==> src/rtl/cbb_pkg.sv <==
package cbb_pkg;

    // Widths of the item fields and of the configuration port.
    localparam int PIXEL_W  = 8;
    localparam int COORD_W  = 12;
    localparam int EXTENT_W = 13;
    localparam int CFG_IDX_W  = 2;
    localparam int CFG_DATA_W = 13;

    // Register reset values and the width padding step.
    localparam logic [EXTENT_W-1:0] RESET_FRAME_WIDTH  = 13'd4096;
    localparam logic [EXTENT_W-1:0] RESET_FRAME_HEIGHT = 13'd4096;
    localparam logic [PIXEL_W-1:0]  RESET_THRESHOLD    = 8'd234;
    localparam int                  PAD_STEP           = 4;

    typedef enum logic [CFG_IDX_W-1:0] {
        REG_FRAME_WIDTH    = 2'd0,
        REG_FRAME_HEIGHT   = 2'd1,
        REG_DARK_THRESHOLD = 2'd2
    } t_cfg_reg;

    typedef struct packed {
        logic [PIXEL_W-1:0] pixel;
    } t_pixel_item;

    typedef struct packed {
        logic [COORD_W-1:0]  box_left;
        logic [COORD_W-1:0]  box_top;
        logic [EXTENT_W-1:0] box_width;
        logic [EXTENT_W-1:0] box_height;
        logic                frame_empty;
    } t_box_item;

    typedef struct packed {
        t_cfg_reg              reg_idx;
        logic [CFG_DATA_W-1:0] wdata;
    } t_cfg_item;

endpackage

==> src/rtl/cbb_stream_if.sv <==
interface cbb_stream_if #(
    parameter type T = logic
);
    logic valid;
    logic ready;
    T     data;

    modport source (output valid, output data, input ready);
    modport sink   (input valid, input data, output ready);
endinterface

==> src/rtl/content_bounding_box_unit.sv <==
// Content bounding box for automatic cropping. Grey pixels arrive one item per
// cycle in raster order with no row padding; a pixel at or below the dark
// threshold counts as content. After the last pixel of each frame the block
// delivers one result item holding the left column, top row, height and a
// width padded up to the next multiple of four (taken back by four when the
// padded box would run past the right edge of the frame). A frame with no
// content gives zeros and sets frame_empty. The block takes one pixel per
// clock: the compare and the min/max update sit between the counters and a
// snapshot register, and the box arithmetic sits between the snapshot and the
// output register, through both of which each result passes. The input is
// only held back when a finished result is waiting both in the snapshot and
// in the output register, which at one result per frame does not happen
// unless the sink stalls for a whole frame. Configuration writes are always
// accepted and should be made between frames; frame sizes of zero are treated
// as one and sizes above MAX_WIDTH or MAX_HEIGHT as those maxima.
module content_bounding_box_unit #(
    parameter int MAX_WIDTH  = 4096,
    parameter int MAX_HEIGHT = 4096
) (
    input  logic         i_clk,
    input  logic         i_rst_n,
    cbb_stream_if.sink   i_pix,
    cbb_stream_if.sink   i_cfg,
    cbb_stream_if.source o_box
);
    import cbb_pkg::*;

    // Column and row counter widths, and widths able to hold the sizes.
    localparam int CW = $clog2(MAX_WIDTH);
    localparam int RW = (MAX_HEIGHT > 1) ? $clog2(MAX_HEIGHT) : 1;
    localparam int WW = $clog2(MAX_WIDTH + 1);
    localparam int HW = (MAX_HEIGHT > 1) ? $clog2(MAX_HEIGHT + 1) : 1;

    typedef struct packed {
        logic [CW-1:0] lc;
        logic [CW-1:0] gc;
        logic [RW-1:0] lr;
        logic [RW-1:0] gr;
        logic          seen;
        logic [WW-1:0] w;
    } t_snap;

    // Configuration registers.
    logic [EXTENT_W-1:0] r_frame_width;
    logic [EXTENT_W-1:0] r_frame_height;
    logic [PIXEL_W-1:0]  r_threshold;

    // Scan state.
    logic [CW-1:0] r_col, r_lc, r_gc;
    logic [RW-1:0] r_row, r_lr, r_gr;
    logic          r_seen;

    // Frame snapshot and output register.
    t_snap     r_snap;
    logic      r_snap_valid;
    t_box_item r_out;
    logic      r_out_valid;

    logic [WW-1:0] w_eff;
    logic [HW-1:0] h_eff;
    logic          pix_acc, cfg_acc, out_load;
    logic          is_dark, row_end, frame_end;
    logic [CW-1:0] n_lc, n_gc;
    logic [RW-1:0] n_lr, n_gr;
    logic          n_seen;
    t_box_item     n_out;

    // ------------------------------------------------------------------
    // Configuration port: every write is taken; unknown indexes are dropped.
    // ------------------------------------------------------------------
    assign i_cfg.ready = 1'b1;
    assign cfg_acc     = i_cfg.valid && i_cfg.ready;

    always_ff @(posedge i_clk) begin
        if (!i_rst_n) begin
            r_frame_width  <= RESET_FRAME_WIDTH;
            r_frame_height <= RESET_FRAME_HEIGHT;
            r_threshold    <= RESET_THRESHOLD;
        end else if (cfg_acc) begin
            unique case (i_cfg.data.reg_idx)
                REG_FRAME_WIDTH:    r_frame_width  <= i_cfg.data.wdata;
                REG_FRAME_HEIGHT:   r_frame_height <= i_cfg.data.wdata;
                REG_DARK_THRESHOLD: r_threshold    <= i_cfg.data.wdata[PIXEL_W-1:0];
                default: ;
            endcase
        end
    end

    // Effective frame size: zero reads as one, large values saturate.
    always_comb begin
        if (r_frame_width == '0) begin
            w_eff = WW'(1);
        end else if (32'(r_frame_width) > 32'(MAX_WIDTH)) begin
            w_eff = WW'(MAX_WIDTH);
        end else begin
            w_eff = WW'(r_frame_width);
        end
        if (r_frame_height == '0) begin
            h_eff = HW'(1);
        end else if (32'(r_frame_height) > 32'(MAX_HEIGHT)) begin
            h_eff = HW'(MAX_HEIGHT);
        end else begin
            h_eff = HW'(r_frame_height);
        end
    end

    // ------------------------------------------------------------------
    // Scan stage: threshold compare, extent update and raster counters.
    // A row or frame ends once the counter reaches or passes its last
    // index, so a size shrunk mid-frame takes effect at once.
    // ------------------------------------------------------------------
    assign pix_acc   = i_pix.valid && i_pix.ready;
    assign is_dark   = i_pix.data.pixel <= r_threshold;
    assign row_end   = ((WW+1)'(r_col) + (WW+1)'(1)) >= (WW+1)'(w_eff);
    assign frame_end = row_end && (((HW+1)'(r_row) + (HW+1)'(1)) >= (HW+1)'(h_eff));

    always_comb begin
        n_lc   = r_lc;
        n_gc   = r_gc;
        n_lr   = r_lr;
        n_gr   = r_gr;
        n_seen = r_seen;
        if (is_dark) begin
            if (!r_seen || r_col < r_lc) begin
                n_lc = r_col;
            end
            if (!r_seen || r_col > r_gc) begin
                n_gc = r_col;
            end
            if (!r_seen || r_row < r_lr) begin
                n_lr = r_row;
            end
            if (!r_seen || r_row > r_gr) begin
                n_gr = r_row;
            end
            n_seen = 1'b1;
        end
    end

    // A frame-end pixel needs the snapshot free, or freed this cycle.
    assign i_pix.ready = !r_snap_valid || out_load;

    always_ff @(posedge i_clk) begin
        if (!i_rst_n) begin
            r_col  <= '0;
            r_row  <= '0;
            r_lc   <= '1;
            r_gc   <= '0;
            r_lr   <= '1;
            r_gr   <= '0;
            r_seen <= 1'b0;
        end else if (pix_acc) begin
            if (!row_end) begin
                r_col <= r_col + CW'(1);
            end else begin
                r_col <= '0;
                r_row <= frame_end ? '0 : r_row + RW'(1);
            end
            if (frame_end) begin
                // Reload the extents for the next frame.
                r_lc   <= '1;
                r_gc   <= '0;
                r_lr   <= '1;
                r_gr   <= '0;
                r_seen <= 1'b0;
            end else begin
                r_lc   <= n_lc;
                r_gc   <= n_gc;
                r_lr   <= n_lr;
                r_gr   <= n_gr;
                r_seen <= n_seen;
            end
        end
    end

    always_ff @(posedge i_clk) begin
        if (!i_rst_n) begin
            r_snap_valid <= 1'b0;
        end else if (pix_acc && frame_end) begin
            r_snap_valid <= 1'b1;
        end else if (out_load) begin
            r_snap_valid <= 1'b0;
        end
    end

    always_ff @(posedge i_clk) begin
        if (pix_acc && frame_end) begin
            r_snap <= '{lc: n_lc, gc: n_gc, lr: n_lr, gr: n_gr, seen: n_seen, w: w_eff};
        end
    end

    // ------------------------------------------------------------------
    // Box stage: span, padding to a multiple of four, right-edge rule.
    // ------------------------------------------------------------------
    always_comb begin
        logic [CW:0]   span;
        logic [CW+1:0] padded;
        logic [CW+2:0] reach;
        logic [RW:0]   rows;
        logic [31:0]   lc32, lr32, pad32, rows32;

        span   = (CW+1)'(r_snap.gc) - (CW+1)'(r_snap.lc) + (CW+1)'(1);
        // span + 4 - span % 4 is span with its low two bits cleared, plus four.
        padded = (CW+2)'({span[CW:2], 2'b00}) + (CW+2)'(PAD_STEP);
        reach  = (CW+3)'(padded) + (CW+3)'(r_snap.gc);
        if (reach > (CW+3)'(r_snap.w)) begin
            padded = padded - (CW+2)'(PAD_STEP);
        end
        rows   = (RW+1)'(r_snap.gr) - (RW+1)'(r_snap.lr) + (RW+1)'(1);
        lc32   = 32'(r_snap.lc);
        lr32   = 32'(r_snap.lr);
        pad32  = 32'(padded);
        rows32 = 32'(rows);

        if (r_snap.seen) begin
            n_out.box_left    = lc32[COORD_W-1:0];
            n_out.box_top     = lr32[COORD_W-1:0];
            n_out.box_width   = pad32[EXTENT_W-1:0];
            n_out.box_height  = rows32[EXTENT_W-1:0];
            n_out.frame_empty = 1'b0;
        end else begin
            n_out.box_left    = '0;
            n_out.box_top     = '0;
            n_out.box_width   = '0;
            n_out.box_height  = '0;
            n_out.frame_empty = 1'b1;
        end
    end

    assign out_load = r_snap_valid && (!r_out_valid || o_box.ready);

    always_ff @(posedge i_clk) begin
        if (!i_rst_n) begin
            r_out_valid <= 1'b0;
        end else if (out_load) begin
            r_out_valid <= 1'b1;
        end else if (o_box.ready) begin
            r_out_valid <= 1'b0;
        end
    end

    always_ff @(posedge i_clk) begin
        if (out_load) begin
            r_out <= n_out;
        end
    end

    assign o_box.valid = r_out_valid;
    assign o_box.data  = r_out;

    // ------------------------------------------------------------------
    // Assertions.
    // ------------------------------------------------------------------
    // A frame end is never accepted while a finished snapshot would be lost.
    a_snap_no_overwrite: assert property (@(posedge i_clk) disable iff (!i_rst_n)
        (pix_acc && frame_end) |-> (!r_snap_valid || out_load))
        else $error("frame snapshot overwritten");

    // A new result only appears after a snapshot was waiting.
    a_out_from_snap: assert property (@(posedge i_clk) disable iff (!i_rst_n)
        $rose(r_out_valid) |-> $past(r_snap_valid))
        else $error("result without a frame snapshot");

    // An empty frame reports a zero box.
    a_empty_is_zero: assert property (@(posedge i_clk) disable iff (!i_rst_n)
        (o_box.valid && o_box.data.frame_empty) |->
            (o_box.data.box_width == '0 && o_box.data.box_height == '0 &&
             o_box.data.box_left == '0 && o_box.data.box_top == '0))
        else $error("empty frame with non-zero box");

endmodule

==> src/flat_wrapper.sv <==
// flat-port wrapper written by rule: the top's interface ports become plain ports
module content_bounding_box_unit_flat import cbb_pkg::*;
#(
    parameter int MAX_WIDTH  = 4096,
    parameter int MAX_HEIGHT = 4096
)
  (i_clk, i_rst_n, i_pix_valid, i_pix_data, i_pix_ready, i_cfg_valid, i_cfg_data, i_cfg_ready, o_box_valid, o_box_data, o_box_ready);
  cbb_stream_if #(.T(t_pixel_item)) i_pix_i ();
  cbb_stream_if #(.T(t_cfg_item)) i_cfg_i ();
  cbb_stream_if #(.T(t_box_item)) o_box_i ();
  input  logic i_clk;
  input  logic i_rst_n;
  input wire logic [$bits(i_pix_i.valid)-1:0] i_pix_valid;
  input wire logic [$bits(i_pix_i.data)-1:0] i_pix_data;
  output wire logic [$bits(i_pix_i.ready)-1:0] i_pix_ready;
  input wire logic [$bits(i_cfg_i.valid)-1:0] i_cfg_valid;
  input wire logic [$bits(i_cfg_i.data)-1:0] i_cfg_data;
  output wire logic [$bits(i_cfg_i.ready)-1:0] i_cfg_ready;
  output wire logic [$bits(o_box_i.valid)-1:0] o_box_valid;
  output wire logic [$bits(o_box_i.data)-1:0] o_box_data;
  input wire logic [$bits(o_box_i.ready)-1:0] o_box_ready;
  assign i_pix_i.valid = i_pix_valid;
  assign i_pix_i.data = i_pix_data;
  assign i_pix_ready = i_pix_i.ready;
  assign i_cfg_i.valid = i_cfg_valid;
  assign i_cfg_i.data = i_cfg_data;
  assign i_cfg_ready = i_cfg_i.ready;
  assign o_box_valid = o_box_i.valid;
  assign o_box_data = o_box_i.data;
  assign o_box_i.ready = o_box_ready;
  content_bounding_box_unit #(.MAX_WIDTH(MAX_WIDTH), .MAX_HEIGHT(MAX_HEIGHT)) u_core (.i_clk(i_clk), .i_rst_n(i_rst_n), .i_pix(i_pix_i), .i_cfg(i_cfg_i), .o_box(o_box_i));
endmodule
==> config.mk <==
export PLATFORM = sky130hd
export DESIGN_NAME = content_bounding_box_unit_flat
export DESIGN_NICKNAME = d
export VERILOG_FILES = /design/src/rtl/cbb_pkg.sv /design/src/rtl/cbb_stream_if.sv /design/src/rtl/content_bounding_box_unit.sv /design/src/flat_wrapper.sv
export SDC_FILE = /design/constraint.sdc
export NUM_CORES = 1
export LEC_CHECK = 0
export ABC_AREA = 1
export BUFFER_PORTS_ARGS = -buffer_cell sky130_fd_sc_hd__buf_2
export CELL_PAD_IN_SITES_DETAIL_PLACEMENT = 2
export CELL_PAD_IN_SITES_GLOBAL_PLACEMENT = 2
export CORE_MARGIN = 4
export CORE_UTILIZATION = 41
export CTS_BUF_LIST = sky130_fd_sc_hd__clkbuf_4
export CTS_CLUSTER_SIZE = 12
export DETAILED_ROUTE_END_ITERATION = 7
export HOLD_SLACK_MARGIN = 0.05
export PLACE_DENSITY = 0.91
export SETUP_SLACK_MARGIN = 0.02
export SYNTH_ARGS = -nofsm -noshare
export SYNTH_HDL_FRONTEND = slang
export SYNTH_SLANG_ARGS = --single-unit
==> constraint.sdc <==
create_clock -name i_clk -period 18.14 [get_ports i_clk]
set_input_delay 1.814 -clock i_clk [delete_from_list [all_inputs] [get_ports i_clk]]
set_output_delay 1.814 -clock i_clk [all_outputs]
set_load 0.005 [all_outputs]
Word level (Yosys, flattened, before mapping)

Cells that the tools add are included.

Flip-flop bits (word level): 222
Bits of input ports: 28
Output and inout bits: 54
Word-level logic and storage cells: 94

Add/subtract/negate cells: 11
Order comparisons: 10
Eq/ne operators: 2
Muxes and demuxes: 26
Reductions and logical operators: 22

Operator list:

| operator              | count |
|---|---|
| $mux 12               | 14 |
| $mux 13               | 5 |
| $ge 14x13->1          | 2 |
| $add 12x1->13 const B | 2 |
| $add 13x1->13 const B | 2 |
| $gt 13x13->1 const B  | 2 |
| $logic_not 13->1      | 2 |
| $sub 12x12->13        | 2 |
| $add 12x1->12 const B | 2 |
| $gt 12x12->1          | 2 |
| $lt 12x12->1          | 2 |
| $add 14x12->15        | 1 |
| $gt 15x13->1          | 1 |
| $add 13x3->14 const B | 1 |
| $sub 13x3->13 const B | 1 |
| $le 8x8->1            | 1 |
| $reduce_and 2->1      | 4 |
| $mux 1                | 7 |
| $logic_or 1x1->1      | 6 |
| $logic_and 1x1->1     | 4 |
| $reduce_bool 2->1     | 2 |
| $logic_not 1->1       | 3 |
| $eq 2x1->1 const B    | 1 |
| $eq 2x2->1 const B    | 1 |
| $logic_not 2->1       | 1 |

Logic depth before layout (Yosys ltp)

Word-level depth: 7
Mapped depth: 33
Gate-level depth less buffers: 33

Worst setup path before layout

OpenSTA, ideal clock, no wires.

Path kind: reg2reg
Start: register u_core.r_col[0]
End: register u_core.r_lc[10]
Setup time: 0.079 ns
Data arrival time: 6.374 ns
Data required time: 18.061 ns
Slack: 11.687 ns
Stages on the path, launching flop included: 18
Buffers on the path: 1
Clock period less this slack: 6.453 ns
Cell sequence: dfxtp_1 -> inv_1 -> nor3_1 -> nand4_1 -> nor2_1 -> inv_1 -> nor4_1 -> xor2_1 -> ha_1 -> nand2_1 -> nor4_1 -> nand3_1 -> nand4_1 -> nand2_1 -> nor2_1 -> clkinv_1 -> clkbuf_1 -> o211ai_1

Cells in the longest elaborated chain, start to end: 5
Elaborated cells on any way between the ends: 8
Classes of those cells: add/sub: 1; order compare: 2; mux: 3; reduce/logical: 2

RTL lines:

| element                                                              | RTL line                         | RTL |
|---|---|---|
| start: declaration                                                   | content_bounding_box_unit.sv:49  | `logic [CW-1:0] r_col, r_lc, r_gc;` |
| start signal: assignment                                             | content_bounding_box_unit.sv:154 | `r_col <= r_col + CW'(1);` |
| parallel branches: the longest is 4 deep, another holds $ge 14x13->1 | n/a                              |  |
| $mux 12 *                                                            | content_bounding_box_unit.sv:159 | `if (frame_end) begin` |
| end signal: assignment                                               | content_bounding_box_unit.sv:167 | `r_lc <= n_lc;` |
| end: declaration                                                     | content_bounding_box_unit.sv:49  |  |

Every way passes the cells marked *.
A chain may end at the register's enable or synchronous reset.

Worst setup path in the final report

Start: register u_core.r_snap[51] (netlist name)
End: register u_core.r_out (netlist bit u_core.o_box.data[18]) (data pin)

Cells in the longest elaborated chain, start to end: 6
Elaborated cells on any way between the ends: 7
Classes of those cells: add/sub: 5; order compare: 1; mux: 1

RTL lines:

| element                  | RTL line                         | RTL |
|---|---|---|
| start: declaration       | content_bounding_box_unit.sv:54  | `t_snap r_snap;` |
| start signal: assignment | content_bounding_box_unit.sv:188 | `r_snap <= '{lc: n_lc, gc: n_gc, lr: n_lr, gr: n_gr, seen: n_seen, w: w_eff};` |
| $sub 12x12->13 *         | content_bounding_box_unit.sv:202 | `span = (CW+1)'(r_snap.gc) - (CW+1)'(r_snap.lc) + (CW+1)'(1);` |
| $add 13x1->13 *          | content_bounding_box_unit.sv:202 |  |
| $add 13x3->14 *          | content_bounding_box_unit.sv:204 | `padded = (CW+2)'({span[CW:2], 2'b00}) + (CW+2)'(PAD_STEP);` |
| $add 14x12->15           | content_bounding_box_unit.sv:205 | `reach = (CW+3)'(padded) + (CW+3)'(r_snap.gc);` |
| $gt 15x13->1             | content_bounding_box_unit.sv:206 | `if (reach > (CW+3)'(r_snap.w)) begin` |
| $mux 13 *                | content_bounding_box_unit.sv:206 |  |
| end signal: assignment   | content_bounding_box_unit.sv:244 | `r_out <= n_out;` |
| end: declaration         | content_bounding_box_unit.sv:56  | `t_box_item r_out;` |

Mark *: on every way between the ends. The rest lies on a longest branch, timed or not.

==> impl_results.md <==
* Result of the run: complete, no violations
* Clock transition at the register clock pins on the worst setup and hold paths after CTS at 0.10 ns
* Wire length of the first global-routing pass at 97.73 mm
* Average wire length per cell after detail routing at 28.07 um
* Worst reg2reg path endpoint: u_core.o_box.data[18]
* Met3 Wirelength at 3.603 mm
* Antenna violations before repair at 2
* Num CTS Buffers at 67
* Htree depth at 3
* Remaining design rule violation count at 0
* Worst path setup slack after routing at 11.51 ns
* Synth async-reset ratio at 0%
* Slew Viols, Final at 0
* Final nets at between 1,500 and 2,000
* Core Footprint at 0.03245 mm2
* Pre-CTS setup slack at roughly 12 ns
* Least-Margin Pin Slew at 1.004 ns
* Final Wtd Congestion at 0.8781
* Global route total overflow at 0
* Crit. Startpoint: u_core.r_snap[51]
* Post-route core utilization at 46.78%
* First DRT Iteration DRCs at 1,076
* Slew Limit Headroom at 33.07%
* Post-CTS Hold Fix Bufs at 0
* Most common library cell in the layout ignoring fill and taps: nand2_1
* Root cell of the clock tree: clkbuf_4
* Post-Route M1 WL at 24.10 mm
* Final cycle utilization of the critical path at 36.56%
* Setup crit end: u_core.o_box.data[18]
* Post-synth EDFFs at about 110
* Boundary pin count at 82
* CP Data Arrival Time at a little over 7 ns
* Clock tree from TritonCTS: yes
* Syn Area/Cell at between 7 and 8 um2
* Starting density of the core at 41.52%
* Min Tclk post-route at about 6.6 ns
* Yosys reg bits at 220
* Post-CTS setup buffer count at 0
* Total met2 wirelength after detailed routing at 32.59 mm
* R2R setup slack at 11.51 ns
* Count of max-cap constraint violations at 0
* Peak clock frequency supported by timing at 0.1508 GHz
* Vias at 13,510
* Critical Path RT at approximately 19 ns
* Area of the die at between 0.03 and 0.04 mm2
* Kind of start point of the critical path: register
* Sequential-to-total area share from yosys stat at 40.93%
* Class of the tightest hold or removal check: reg2reg
* Hold Worst Slack at between 0.4 and 0.5 ns
* Worst clock skew at 0.1061 ns
* Antenna Violating Nets Remaining at 0
* Number of hold violations in the final report at 0
* Top flip-flop cell by instance count after synthesis: edfxtp_1
* Highest routing layer actually used: met5
* Number of cell instances on the worst register-to-register path at 26
* Largest voltage drop on the vdd net at ~0.035 mV
* Area growth from synthesis to layout at 12.66%
* Die extent in x at 189.3 um
* Clock network latency to the later pin of the worst-skew pair at 0.78 ns
* Reported leakage power at 7.183 nW
* Maximum clock insertion buffer count at 3
* Post-synthesis cell area at between 0.01 and 0.015 mm2
* Origin of the critical flop-to-flop path: u_core.r_snap[51]
* Total iterations of the first detailed-routing run at 5
* Total wirelength of the detailed-routed design at 64.27 mm
* Setup Total Neg Slack at 0 ns
* Critical path peak fanout at 13
* Number of buffer cells added on primary ports at 78
* Gates resized, CTS repair at 0
* Clock sink count at 220
* Number of endpoints failing setup at the final stage at 0
* Cell Pwr Density at 80.88 mW/mm2
* GRT Overall Usage at 35.42%
* Height of the die at 189.3 um
* Gate Count Post-Synth at 1,690
* Setup repair after global routing missed its margin: false
* Maximum number of pins on one net before global-route repair at 74
* Yosys synthesis warning count at 0
* Critical path start-end classification: reg2reg
* Share of final-layout standard cells stronger than drive strength 1 at 13.05%
* Total power of the final layout at 0.001228 W
* Detailed placer's ending HPWL at 38.33 mm
* Most used cells in the layout excluding fill and tap cells: nand2_1 (357), inv_1 (279), a21oi_1 (161)
* Crit path capture type: register
* Number of rows created at floorplan at 66
* Library cells used by synthesis at 45
* Routed vias/inst at 5.901
* Number of global-route vias before repair at 15,630
==> kinds of logic after synthesis <==
group / after synthesis / share of synthesized area, %
other: 2 / 0.05573
XOR/XNOR: 32 / 2.080
flip-flops: 220 / 40.93
AO/OA/AOI/OAI: 342 / 13.89
adder cells (fa/ha/maj): 154 / 14.47
buffers and inverters: 338 / 9.554
AND/OR/NAND/NOR: 602 / 19.03
==> critical path, stage by stage, from the launching register on <==
cell and delay, ns:
edfxtp_1 0.48, ha_1 0.38, nor3_2 0.08, fa_1 0.65, inv_1 0.19, nor2_1 0.25
nand3_1 0.19, nor2_4 0.18, nand3_1 0.09, nand2_1 0.18, inv_1 0.12, ha_1 0.39
nand2_1 0.14, nor4_1 0.27, nor2_1 0.13, o21ai_0 0.32, a21boi_0 0.23, xor2_1 0.24
ha_1 0.36, nand4_1 0.11, nor3_1 0.18, nand4_1 0.15, nand2_1 0.32, nand3_4 0.24
inv_1 0.20, nor2_1 0.07, nor2_1 0.25
==> report_power, final <==
group | total, W | internal, W | leakage (nW) | switching [W]
clock network | 0.000559 | 0.000269 | 0.521 | 0.000291
registers | 0.000542 | 0.000532 | 1.91 | 0.0000102
logic | 0.000126 | 0.0000320 | 4.75 | 0.0000945
==> per-stage QoR <==
stage / instances / cell area [um2]
2_1_floorplan: 1691 / 13480
3_3_place_gp: 2169 / 14300
3_5_place_dp: 2169 / 14300
4_1_cts: 2289 / 15180
5_1_grt: 2290 / 15180
6_report: 2290 / 15180
==> flip-flops by register name (all words and copies together), names as in the netlist <==
signal / flops
u_core.o_box.valid: 1
u_core.o_box.data: 49
u_core.r_lr: 12
u_core.r_lc: 12
u_core.r_gc: 12
u_core.r_col: 12
u_core.r_frame_height: 13
u_core.r_row: 12
u_core.r_seen: 1
u_core.r_snap: 62
u_core.r_gr: 12
u_core.r_frame_width: 13
u_core.r_threshold: 8
u_core.r_snap_valid: 1
==> final cells by class <==
class / count / area (um2)
inverters: 289 / 1085
flip-flops and latches: 220 / 5515
clock inverters: 14 / 85.08
fillers: 3649 / 17270
clock buffers: 106 / 795.8
repair buffers: 85 / 442.9
well taps: 442 / 553.0
multi-input cells: 1133 / 6701
diodes: 1 / 2.502
==> synthesized netlist by cell type, types with 4 or more instances <==
master	n	area (um2)
nand3_1	49	245.2
inv_2	8	30.03
o21ai_0	115	575.6
o211ai_1	34	255.2
xor2_1	26	227.7
nor2_1	115	431.7
edfxtp_1	111	3333
ha_1	151	1889
nand2_2	12	75.07
a21o_1	4	30.03
dfxtp_1	109	2182
o21ai_1	4	20.02
nor2_2	5	31.28
xnor2_1	6	52.55
nand2_1	358	1344
clkbuf_1	44	165.2
a21oi_1	163	815.8
nand4_1	25	156.4
nor4_1	11	68.82
inv_1	279	1047
nor3_1	14	70.07
==> routing by layer <==
layer  GRT usage (%)  vias to the layer above
met5               0                        -
met2           65.17                      622
li1                -                     5842
met4           19.31                        2
met3           6.176                      249
met1           38.59                     6798
==> how the worst min path moves through the flow <==
stage / endpoint / start / depth (start not counted)
final: u_core.r_threshold[2] / u_core.r_threshold[2] / 2
after global routing: u_core.r_threshold[2] / u_core.r_threshold[2] / 2
after CTS: u_core.r_threshold[2] / u_core.r_threshold[2] / 2
after detailed placement: u_core.r_threshold[2] / u_core.r_threshold[2] / 2
after global placement: u_core.r_gr[5] / u_core.r_gr[5] / 2
after floorplan: u_core.r_threshold[2] / u_core.r_threshold[2] / 2
Power figures use the tool's default switching activity.
